[src/mtau_pkg.sv]
// ----------------------------------------------------------------------------
// mtau_pkg : shared types and constants of the multi-turn angle unwrapper
// Field widths, register map and the structs between the core and its
// angle update datapath.
// ----------------------------------------------------------------------------
`default_nettype none

package mtau_pkg;

   // field widths
   localparam int JSEL_W     = 3;
   localparam int ANGLE_W    = 18;
   localparam int RATE_W     = 32;
   localparam int ACC_W      = 32;
   localparam int DEADBAND_W = 16;

   // stream word layout
   localparam int REQ_DATA_W = 56;   // wrapped_angle + angular_rate, padded to bytes
   localparam int RSP_DATA_W = 32;

   // register port
   localparam int CSR_ADDR_W = 3;
   localparam int CSR_DATA_W = 32;
   localparam logic CSR_IDX_DEADBAND = 1'b0;
   localparam logic [DEADBAND_W-1:0] DEADBAND_RESET = 16'd66;

   // control into the update datapath
   typedef struct packed {
      logic rate_pos;                 // angular rate is non-negative
   } mtau_step_ctl_type;

   // result of the update datapath
   typedef struct packed {
      logic signed [ACC_W-1:0] angle;
      logic                    sat;
   } mtau_step_res_type;

endpackage

`default_nettype wire

[src/mtau_step.sv]
// ----------------------------------------------------------------------------
// mtau_step : multi-turn angle update datapath
// Splits the stored angle into half-turn parity and remainder, picks the
// correction from the direction table and adds it with saturation.
// ----------------------------------------------------------------------------
`default_nettype none

module mtau_step #(
   parameter int HALF_TURN_FRACTION_BITS = 16
) (
   input  wire logic signed [mtau_pkg::ACC_W-1:0]   past,
   input  wire logic signed [mtau_pkg::ANGLE_W-1:0] cur,
   input  wire mtau_pkg::mtau_step_ctl_type         ctl,
   output mtau_pkg::mtau_step_res_type              res
);
   import mtau_pkg::*;

   localparam int F      = HALF_TURN_FRACTION_BITS;
   localparam int WIDE_W = ACC_W + 2;
   localparam logic signed [WIDE_W-1:0] PI_W =
      $signed({{(WIDE_W-1-F){1'b0}}, 1'b1, {F{1'b0}}});
   localparam logic signed [WIDE_W-1:0] TWO_PI_W = PI_W <<< 1;
   localparam logic signed [WIDE_W-1:0] MAX_W =
      $signed({{(WIDE_W-ACC_W+1){1'b0}}, {(ACC_W-1){1'b1}}});
   localparam logic signed [WIDE_W-1:0] MIN_W = -MAX_W - WIDE_W'(1);

   logic        [ACC_W-1:0]  mag;
   logic                     odd;
   logic                     pos;
   logic                     cneg;
   logic signed [WIDE_W-1:0] rem_w;
   logic signed [WIDE_W-1:0] rem_term;
   logic signed [WIDE_W-1:0] pi_term;
   logic signed [WIDE_W-1:0] sum;

   // split the stored angle; the most negative value gives 2^31 unsigned
   assign mag   = past[ACC_W-1] ? (~past + ACC_W'(1)) : past;
   assign odd   = mag[F];
   assign rem_w = $signed({{(WIDE_W-F){1'b0}}, mag[F-1:0]});
   assign pos   = !past[ACC_W-1];
   assign cneg  = cur[ANGLE_W-1];   // zero counts as non-negative

   // pick the half-turn correction from rate sign, angle sign, parity and cur sign
   always_comb begin
      rem_term = pos ? -rem_w : rem_w;
      if (ctl.rate_pos && pos) begin
         pi_term = odd ? PI_W : (cneg ? TWO_PI_W : '0);
      end else if (ctl.rate_pos) begin
         pi_term = odd ? (cneg ? PI_W : -PI_W) : '0;
      end else if (pos) begin
         pi_term = odd ? (cneg ? PI_W : -PI_W) : '0;
      end else begin
         pi_term = odd ? -PI_W : (cneg ? '0 : -TWO_PI_W);
      end
   end

   assign sum = WIDE_W'(past) + WIDE_W'(cur) + rem_term + pi_term;

   // clamp to the accumulator range
   always_comb begin
      if (sum > MAX_W) begin
         res.angle = MAX_W[ACC_W-1:0];
         res.sat   = 1'b1;
      end else if (sum < MIN_W) begin
         res.angle = MIN_W[ACC_W-1:0];
         res.sat   = 1'b1;
      end else begin
         res.angle = sum[ACC_W-1:0];
         res.sat   = 1'b0;
      end
   end

endmodule

`default_nettype wire

[src/multi_turn_angle_unwrap_core.sv]
// ----------------------------------------------------------------------------
// multi_turn_angle_unwrap_core : per-joint multi-turn angle unwrapper
// Keeps one accumulated angle per joint in a small synchronous memory and
// updates it from each wrapped angle and rate word outside the rate deadband.
// ----------------------------------------------------------------------------
//  channel  | direction | handshake        | contents
//  req_     | in        | tvalid / tready  | joint select, wrapped angle, rate
//  rsp_     | out       | tvalid / tready  | unwrapped angle, saturated flag
//  csr_     | in / out  | APB, pready high | rate deadband register
//
//  One word per cycle sustained while the result stream is not stalled; at
//  acceptance the memory read and the word's fields are registered into the
//  update stage, and the update through the add and clamp is then written to
//  the result register and back to the memory at the same edge.
//  Back-to-back words for one joint are served by forwarding the write data.
//  Reset clears the per-joint valid bits at once; no clearing pass is needed.
//  A stalled result holds the update stage; further words wait behind it.
// ----------------------------------------------------------------------------
`default_nettype none

module multi_turn_angle_unwrap_core #(
   parameter int JOINTS                  = 8,
   parameter int HALF_TURN_FRACTION_BITS = 16
) (
   input  wire logic                               clock,
   input  wire logic                               reset,
   // request stream
   input  wire logic                               req_tvalid,
   output      logic                               req_tready,
   // [17:0] wrapped_angle, [49:18] angular_rate, [55:50] zero
   input  wire logic [mtau_pkg::REQ_DATA_W-1:0]    req_tdata,
   // [2:0] joint_select
   input  wire logic [mtau_pkg::JSEL_W-1:0]        req_tuser,
   // result stream
   output      logic                               rsp_tvalid,
   input  wire logic                               rsp_tready,
   // [31:0] unwrapped_angle
   output      logic [mtau_pkg::RSP_DATA_W-1:0]    rsp_tdata,
   // [0] saturated
   output      logic                               rsp_tuser,
   // register port
   input  wire logic                               csr_psel,
   input  wire logic                               csr_penable,
   input  wire logic                               csr_pwrite,
   input  wire logic [mtau_pkg::CSR_ADDR_W-1:0]    csr_paddr,
   input  wire logic [mtau_pkg::CSR_DATA_W-1:0]    csr_pwdata,
   output      logic [mtau_pkg::CSR_DATA_W-1:0]    csr_prdata,
   output      logic                               csr_pready
);
   import mtau_pkg::*;

   localparam int IDX_W     = (JOINTS > 1) ? $clog2(JOINTS) : 1;
   localparam int SEL_EXT_W = (IDX_W > JSEL_W) ? IDX_W : JSEL_W;

   // register port
   logic [DEADBAND_W-1:0] deadband_ff;
   logic                  csr_wr;

   // request decode
   logic                      req_acc;
   logic [SEL_EXT_W-1:0]      req_sel_ext;
   logic [IDX_W-1:0]          req_idx;
   logic                      req_range_ok;
   logic signed [ANGLE_W-1:0] req_cur;
   logic signed [RATE_W-1:0]  req_rate;
   logic [RATE_W-1:0]         req_rate_abs;
   logic                      req_still;

   // state memory and valid bits
   logic signed [ACC_W-1:0] angle_mem_ff [JOINTS];
   logic [JOINTS-1:0]       valid_ff;
   logic signed [ACC_W-1:0] rd_data_ff;
   logic                    rd_valid_ff;
   logic                    fwd_hit_ff;
   logic signed [ACC_W-1:0] fwd_data_ff;
   logic                    fwd_hit_in;

   // update stage
   logic                      s1_valid_ff;
   logic [IDX_W-1:0]          s1_idx_ff;
   logic signed [ANGLE_W-1:0] s1_cur_ff;
   logic                      s1_rate_pos_ff;
   logic                      s1_still_ff;
   logic                      s1_range_ok_ff;
   logic                      s1_adv;
   logic                      wr_en;
   logic signed [ACC_W-1:0]   past;
   mtau_step_ctl_type         step_ctl;
   mtau_step_res_type         step_res;

   // result register
   logic                  rsp_valid_ff;
   logic [ACC_W-1:0]      rsp_angle_ff;
   logic                  rsp_sat_ff;
   logic [ACC_W-1:0]      rsp_angle_in;
   logic                  rsp_sat_in;

   // ---------------------------------------------------------------- register
   assign csr_pready = 1'b1;
   assign csr_wr     = csr_psel && csr_penable && csr_pwrite && csr_pready
                       && (csr_paddr[2] == CSR_IDX_DEADBAND);
   assign csr_prdata = (csr_paddr[2] == CSR_IDX_DEADBAND)
                       ? CSR_DATA_W'(deadband_ff) : '0;

   always_ff @(posedge clock) begin
      if (reset) begin
         deadband_ff <= DEADBAND_RESET;
      end else if (csr_wr) begin
         deadband_ff <= csr_pwdata[DEADBAND_W-1:0];
      end
   end

   // ---------------------------------------------------------------- handshake
   assign s1_adv     = !rsp_valid_ff || rsp_tready;
   assign req_tready = !s1_valid_ff || s1_adv;
   assign req_acc    = req_tvalid && req_tready;

   // decode the incoming word
   assign req_sel_ext  = SEL_EXT_W'(req_tuser);
   assign req_idx      = req_sel_ext[IDX_W-1:0];
   assign req_range_ok = (int'(req_tuser) < JOINTS);
   assign req_cur      = $signed(req_tdata[ANGLE_W-1:0]);
   assign req_rate     = $signed(req_tdata[ANGLE_W+RATE_W-1:ANGLE_W]);
   assign req_rate_abs = req_rate[RATE_W-1] ? (~req_rate + RATE_W'(1)) : req_rate;
   assign req_still    = (req_rate == '0) || (req_rate_abs < RATE_W'(deadband_ff));

   // ---------------------------------------------------------------- memory
   assign wr_en      = s1_valid_ff && s1_adv && s1_range_ok_ff && !s1_still_ff;
   assign fwd_hit_in = wr_en && (s1_idx_ff == req_idx);

   // write back the update, read the next word's joint
   always_ff @(posedge clock) begin
      if (wr_en) begin
         angle_mem_ff[s1_idx_ff] <= step_res.angle;
      end
      if (req_acc) begin
         rd_data_ff  <= angle_mem_ff[req_idx];
         rd_valid_ff <= valid_ff[req_idx];
         fwd_hit_ff  <= fwd_hit_in;
         fwd_data_ff <= step_res.angle;
      end
   end

   // mark joints written since reset; unwritten joints read as zero
   always_ff @(posedge clock) begin
      if (reset) begin
         valid_ff <= '0;
      end else if (wr_en) begin
         valid_ff[s1_idx_ff] <= 1'b1;
      end
   end

   // ---------------------------------------------------------------- update stage
   always_ff @(posedge clock) begin
      if (reset) begin
         s1_valid_ff <= 1'b0;
      end else if (req_tready) begin
         s1_valid_ff <= req_acc;
      end
   end

   always_ff @(posedge clock) begin
      if (req_acc) begin
         s1_idx_ff      <= req_idx;
         s1_cur_ff      <= req_cur;
         s1_rate_pos_ff <= !req_rate[RATE_W-1];
         s1_still_ff    <= req_still;
         s1_range_ok_ff <= req_range_ok;
      end
   end

   // take the freshest stored angle
   assign past = fwd_hit_ff ? fwd_data_ff : (rd_valid_ff ? rd_data_ff : '0);

   assign step_ctl.rate_pos = s1_rate_pos_ff;

   mtau_step #(
      .HALF_TURN_FRACTION_BITS (HALF_TURN_FRACTION_BITS)
   ) u_step (
      .past (past),
      .cur  (s1_cur_ff),
      .ctl  (step_ctl),
      .res  (step_res)
   );

   // select the result word
   always_comb begin
      if (!s1_range_ok_ff) begin
         rsp_angle_in = '0;
         rsp_sat_in   = 1'b0;
      end else if (s1_still_ff) begin
         rsp_angle_in = past;
         rsp_sat_in   = 1'b0;
      end else begin
         rsp_angle_in = step_res.angle;
         rsp_sat_in   = step_res.sat;
      end
   end

   // ---------------------------------------------------------------- result register
   always_ff @(posedge clock) begin
      if (reset) begin
         rsp_valid_ff <= 1'b0;
      end else if (s1_adv) begin
         rsp_valid_ff <= s1_valid_ff;
      end
   end

   always_ff @(posedge clock) begin
      if (s1_adv && s1_valid_ff) begin
         rsp_angle_ff <= rsp_angle_in;
         rsp_sat_ff   <= rsp_sat_in;
      end
   end

   assign rsp_tvalid = rsp_valid_ff;
   assign rsp_tdata  = rsp_angle_ff;
   assign rsp_tuser  = rsp_sat_ff;

endmodule

`default_nettype wire

[config.mk]
export PLATFORM = sky130hd
export DESIGN_NAME = multi_turn_angle_unwrap_core
export DESIGN_NICKNAME = d
export VERILOG_FILES = /design/src/mtau_pkg.sv /design/src/mtau_step.sv /design/src/multi_turn_angle_unwrap_core.sv
export SDC_FILE = /design/constraint.sdc
export NUM_CORES = 1
export LEC_CHECK = 0
export BUFFER_PORTS_ARGS = -buffer_cell sky130_fd_sc_hd__buf_2
export CAP_MARGIN = 15
export CORE_UTILIZATION = 40
export CTS_BUF_LIST = sky130_fd_sc_hd__clkbuf_8
export DETAILED_ROUTE_END_ITERATION = 6
export HOLD_SLACK_MARGIN = 0.02
export PLACE_DENSITY = 0.55
export SETUP_SLACK_MARGIN = 0.5
export SLEW_MARGIN = 20
export SYNTH_ARGS = -nofsm -noshare
export SYNTH_HDL_FRONTEND = slang
export SYNTH_SLANG_ARGS = --single-unit
[constraint.sdc]
create_clock -name clock -period 6.9 [get_ports clock]
set_input_delay 2.07 -clock clock [delete_from_list [all_inputs] [get_ports clock]]
set_output_delay 2.07 -clock clock [all_outputs]
set_load 0.02 [all_outputs]
==> results of run 1 <==
[worst max-delay path by stage]
stage	startpoint	endpoint	cells after the start
2_1_floorplan	fwd_hit_ff$_DFFE_PP_	rsp_tdata[21]$_DFFE_PP_	30
3_3_place_gp	fwd_hit_ff$_DFFE_PP_	angle_mem_ff[6][28]$_DFFE_PP_	30
3_5_place_dp	fwd_hit_ff$_DFFE_PP_	angle_mem_ff[7][28]$_DFFE_PP_	30
4_1_cts	fwd_hit_ff$_DFFE_PP_	rsp_tdata[0]$_DFFE_PP_	31
5_1_grt	fwd_hit_ff$_DFFE_PP_	rsp_tdata[26]$_DFFE_PP_	31
6_report	fwd_hit_ff$_DFFE_PP_	rsp_tdata[0]$_DFFE_PP_	25
[per-layer routing]
metal  global-route usage  up-vias  wire length [microns]
met5                    0        -                     13
met4               0.0651        2                   1120
met3               0.0389       79                   2830
met2                0.348      413                  28200
met1                0.275     7383                  25600
li1                     -     6987                      -
[sequential cells by signal, summed over array words and instances (netlist names)]
signal / count
angle_mem_ff: 256
fwd_data_ff: 32
fwd_hit_ff: 1
valid_ff: 8
rsp_tvalid: 1
rsp_tuser: 1
rd_data_ff: 32
s1_still_ff: 1
rsp_tdata: 32
s1_valid_ff: 1
s1_idx_ff: 3
s1_cur_ff: 18
rd_valid_ff: 1
s1_rate_pos_ff: 1
deadband_ff: 16
[cell usage in the layout, fill, tap and decap left out, drive strengths merged, types with 26 or more instances in the layout]
cell type,instances
dfxtp,26
ha,96
buf,318
a21oi,83
mux4,66
mux2,34
nand2,165
a21o,35
nor2,99
clkbuf,79
inv,115
o21ai,60
xnor2,73
edfxtp,378
[cell type report]
| class | instances | area, sq um |
|---|---|---|
| multi-input combinational | 1111 | 10100 |
| sequential | 404 | 11900 |
| clock buffer | 74 | 1020 |
| fill | 4595 | 25700 |
| inverter | 89 | 334 |
| tap | 688 | 861 |
| clock inverter | 52 | 310 |
| timing repair buffer | 325 | 2550 |
[cell families (layout without fill, tap and decap cells)]
kind of cell | after synthesis | after routing | synth area share
and+or+nand+nor | 408 | 417 | 0.0900
DFF | 404 | 404 | 0.554
AOI/OAI and AO/OA | 360 | 360 | 0.119
buffers and inverters | 170 | 540 | 0.0341
adders and majority gates | 117 | 117 | 0.0738
muxes | 103 | 103 | 0.0887
xor gates and xnor gates | 97 | 97 | 0.0397
other | 2 | 17 | 0.000351
[timing repair]
action / CTS / global route
gates resized for setup: 126 / 111
gates cloned: 5 / 13
pin swaps: 50 / 48
setup endpoints to repair: 311 / 321
setup buffers: 25 / 10
[critical path: cells and delay by family, from the launching register on]
family	cells	cell delay (ns)
AO/OA/AOI/OAI	6	1.64
buffers and inverters	9	1.44
adder cells (fa/ha/maj)	3	1.33
AND/OR/NAND/NOR	5	1.10
flip-flops	1	0.39
multiplexers	1	0.25
XOR/XNOR	1	0.15
[per-stage QoR]
stage	worst slack [ns]	area, sq um	hold WS, ns
after CTS	0.483	26200	0.458
after detailed placement	-0.0592	24000	0.450
after global placement	-0.0394	24000	0.445
after global routing	0.129	27100	0.475
final	0.321	27100	0.455
after floorplan	0.508	21600	0.435
==> reports/qor.yml, run 1 <==
cts_tree: "built"
drtPass1Iterations: 7
cts-root-buf: "clkbuf_8"
drc: 14
end_kind: "flip-flop"
drv_slew: 0
ys_seq_elements: 404
required_ns: 7.30
grt_antenna_before_repair: 1
tightest_slew_ns: 1.07
critPathKind: "reg2reg"
htreeDepth: 3
finClkSkew_ns: 0.0452
yosysWarnings: 0
fp.dieH_microns: 233
slew_headroom: 0.281
yosysUniqueCellTypes: 82
hold_path.class: "reg2reg"
first_iter_violations: 914
hold-path-cell-count: 2
crit_fanout: 13
vias_per_cell: 5.42
cpMostUsedCell: "buf_4"
fin_crit_ns: 6.58
grtUsageTotal: 0.209
synth.avg_cell_area_sq_um: 12.9
worst_r2r_startpoint: "fwd_hit_ff$_DFFE_PP_"
grt_max_degree: 55
min_to: "deadband_ff[4]$_SDFFE_PP0P_"
synth_edf_count: 378
crit_slowest_cell: "or4_4"
start_util: 0.406
synth_area_sq_mm: 0.0214
clock_sinks: 404
fin_util: 0.513
diodes: 0
yosysSeqAreaShare: 0.554
grt_pass1_vias: 15000
fin_crit_sh: 0.954
synthArstFlopShare: 0
yosysTopAreaCell: "edfxtp_1"
vias: 14900
ios: 169
synthCells: 1661
worstPathArrival_ns: 6.98
coreArea_sq_mm: 0.0528
nets: 2216
fp.dieArea_sq_mm: 0.0545
clk_latency_ns: 0.65
drt_wl_total_mm: 57.7
status: "finished with violations"
grt-ovfl-total: 0
hpwl_mm: 38.0
avgRoutedWirePerCell_microns: 21.0
drive_gt1_frac: 0.354
synth_area_leaders: "edfxtp_1 (53%), mux4_2 (6.9%), ha_1 (5.6%)"
violations: "DRC"
dp.cells: 2564
r2r_cells: 25
fmax_mhz: 152
synth_top_cells_by_count: "edfxtp_1 (378), nand2_1 (158), nor2_1 (99)"
path_clk_slew_ns: 0.06
finalHoldViolCount: 0
gp_congestion: 0.933
grt_pass1_wl_mm: 86.1
dieWidth_microns: 233
rsz0062_at_grt: "yes"
ant_nets: 0
critPathMaxStageDelay_ns: 0.56
cts.path.max_buffers: 3
ys_dominant_reg_cell: "edfxtp_1"
tns_ns: 0
numCtsBuffers: 71
reg2reg_slack_ns: 0.32
synth_top_area_frac: 0.530
startpoint_type: "flip-flop"
holdBufCountCts: 0
port-buffer-count: 127
synth_most_common_cell: "edfxtp_1"
final_cells: 2743
final-setup-viol-count: 0
syn2layout_area_growth_pct: 26.3
min_from: "deadband_ff[4]$_SDFFE_PP0P_"
reg2reg_to: "rsp_tdata[0]$_DFFE_PP_"
max_cap_violations: 0
rows: 84
Power of run 1 is left out: the tool's default activity adds up to more than one toggle a clock period on the data nets, which glitch-free logic cannot reach.
==> run 2: changes to the inputs <==
CTS_BUF_LIST = not set   (was sky130_fd_sc_hd__clkbuf_8)
REMOVE_ABC_BUFFERS = 1   (was not set)
==> run 2 against run 1 <==
- the run still ends with DRC left
- wire length is 4.6% lower
- first-iteration DRC count increased by 0.55%
- sequential cell count stayed put
- sequential share of layout area rose by 0.62 points
- hold slack worse by 0.0024 ns
- highest routed layer is now met4
==> reports/qor.yml, run 2 (same netlist as run 1, synthesis figures left out) <==
status: "finished with violations"
violations: "DRC"
grtUsageTotal: 0.205  # -0.00412
preCtsSetupSlack_ns: -0.0711  # -0.0119 ns
rows: 84  # unchanged
tns_ns: 0  # unchanged
clock_sinks: 404  # unchanged
grt-ovfl-total: 0  # unchanged
hold-path-cell-count: 2  # unchanged
grt_max_degree: 56  # +1.8%
reg2reg_slack_ns: 0.29  # -0.03 ns
fin_crit_ns: 6.61  # +0.0293 ns
drive_gt1_frac: 0.334  # -0.0203
holdBufCountCts: 0  # unchanged
min_from: "deadband_ff[11]$_SDFFE_PP0P_"
final_common_cell: "edfxtp_1"
use_met1: 0.276  # +0.000398
cts_tree: "built"
reg2reg_to: "rsp_tdata[22]$_DFFE_PP_"
nets: 2172  # -2.0%
worst_r2r_startpoint: "fwd_hit_ff$_DFFE_PP_"
dp.cells: 2552  # -0.47%
cts.path.max_buffers: 3  # unchanged
final-setup-viol-count: 0  # unchanged
fin_crit_sh: 0.958  # +0.00424
fp.dieH_microns: 233  # unchanged
min_to: "deadband_ff[11]$_SDFFE_PP0P_"
coreArea_sq_mm: 0.0528  # unchanged
top_usage_layer: "met2"
end_kind: "flip-flop"
critPathMaxStageDelay_ns: 0.54  # -0.02 ns
global_route.usage.met2: 0.337  # -0.0106
startpoint_type: "flip-flop"
required_ns: 7.30  # about the same
slew_headroom: 0.269  # -0.0119
ios: 169  # unchanged
regMostFlops: "angle_mem_ff"
fillers: 4576  # -0.41%
vias: 14500  # -2.5%
finalHoldViolCount: 0  # unchanged
fin_ws_ns: 0.291  # -0.0293 ns
regArea_sq_mm: 0.0119  # unchanged
syn2layout_area_growth_pct: 24.6
htreeDepth: 2  # -1
drc: 16  # +2
rsz0062_at_grt: "yes"
multi_input_area_sq_mm: 0.00982  # -2.9%
fp.dieArea_sq_mm: 0.0545  # unchanged
critPathKind: "reg2reg"
ant_nets: 0  # unchanged
cpMostUsedCell: "buf_6"
cts-root-buf: "clkbuf_16"
crit_slowest_cell: "or4_4"
start_util: 0.406  # unchanged
path_clk_slew_ns: 0.06  # about the same
final_cell_mix: "edfxtp_1 (378), buf_4 (146), buf_2 (126)"
first_iter_violations: 919  # +0.55%
avgRoutedWirePerCell_microns: 20.6  # -2.3%
grt_pass1_vias: 14600  # -2.5%
crit_fanout: 13  # unchanged
largest_reg_flops: 256  # unchanged
grt_pass1_wl_mm: 84.2  # -2.2%
drt_wl_total_mm: 55.1  # -4.6%
tightest_slew_ns: 1.10  # +0.0237 ns
drv_slew: 0  # unchanged
drtPass1Iterations: 7  # unchanged
finClkSkew_ns: 0.0142  # -0.0310 ns
r2r_cells: 28  # +12%
final_cells: 2678  # -2.4%
port-buffer-count: 127  # unchanged
hold_path.class: "reg2reg"
clk_latency_ns: 0.58  # -0.07 ns
gp_congestion: 0.878  # -5.9%
hpwl_mm: 36.7  # -3.5%
worstPathArrival_ns: 7.01  # +0.03 ns
dieWidth_microns: 233  # unchanged
max_cap_violations: 0  # unchanged
grt_antenna_before_repair: 1  # unchanged
numCtsBuffers: 45  # -37%
fmax_mhz: 151  # -0.44%
grt_util_met3: 0.0259  # -0.0131
vias_per_cell: 5.41  # about the same
[run 2: cell types whose count changed in the layout (fill, tap and decap cells not counted), moves of 5 or more]
cell	delta
clkinv_1	-11
nand2_1	+6
clkbuf_16	+40
clkbuf_8	-74
nand2_8	-5
clkbuf_1	+10
inv_1	-20
buf_4	-13
nand2_2	+7
nand2_4	-14
o21ai_0	-7
[run 2: how the worst max path moves through the flow]
stage | startpoint | endpoint | slack [ns] | depth (start not counted)
detailed placement | fwd_hit_ff$_DFFE_PP_ | angle_mem_ff[3][4]$_DFFE_PP_ | -0.07 | 27
CTS | fwd_hit_ff$_DFFE_PP_ | angle_mem_ff[6][8]$_DFFE_PP_ | 0.44 | 30
global route | fwd_hit_ff$_DFFE_PP_ | rsp_tdata[18]$_DFFE_PP_ | 0.06 | 29
global placement | fwd_hit_ff$_DFFE_PP_ | rsp_tdata[24]$_DFFE_PP_ | 0.03 | 24
finish | fwd_hit_ff$_DFFE_PP_ | rsp_tdata[22]$_DFFE_PP_ | 0.29 | 28
floorplan | fwd_hit_ff$_DFFE_PP_ | angle_mem_ff[0][28]$_DFFE_PP_ | -0.92 | 23
[run 2: per-stage QoR]
step	utilization	instance area [sq um]	hold WS [ns]
CTS	0.498	26300	0.454
detailed placement	0.452	23900	0.446
finish	0.506	26700	0.453
global placement	0.452	23900	0.442
global route	0.506	26700	0.470
floorplan	-	21100	0.430
[run 2: routing by layer]
metal  routed length, microns  up-vias  share of wire
met5                        0        -              0
met4                     1840        0          0.033
met3                     3020       98          0.055
met2                    26100      410           0.47
met1                    24100     7113           0.44
li1                         -     6877              -
[run 2: area by class of cell]
cell class,count,area share
flip-flops and latches,404,0.445
clock inverters,22,0.00764
well taps,688,0.0323
multi-input cells,1106,0.368
diodes,2,0.000188
clock buffers,55,0.0436
repair buffers,312,0.0907
inverters,89,0.0125
[run 2: critical path: cells and delay by family (launching register included)]
kind,cells,cell delay (ns)
AO/OA/AOI/OAI,9,2.16
multiplexers,1,0.12
XOR/XNOR,1,0.14
adder cells (fa/ha/maj),3,0.80
buffers and inverters,5,0.77
AND/OR/NAND/NOR,9,2.08
flip-flops,1,0.37
[run 2: repair_timing]
item	CTS	global route
gates resized for setup	140	80
buffers inserted	27	11
gates cloned	9	0
pin swaps	51	59
setup endpoints to repair	321	321
hold endpoints to repair	0	0
Power of run 2 is left out for the same reason.
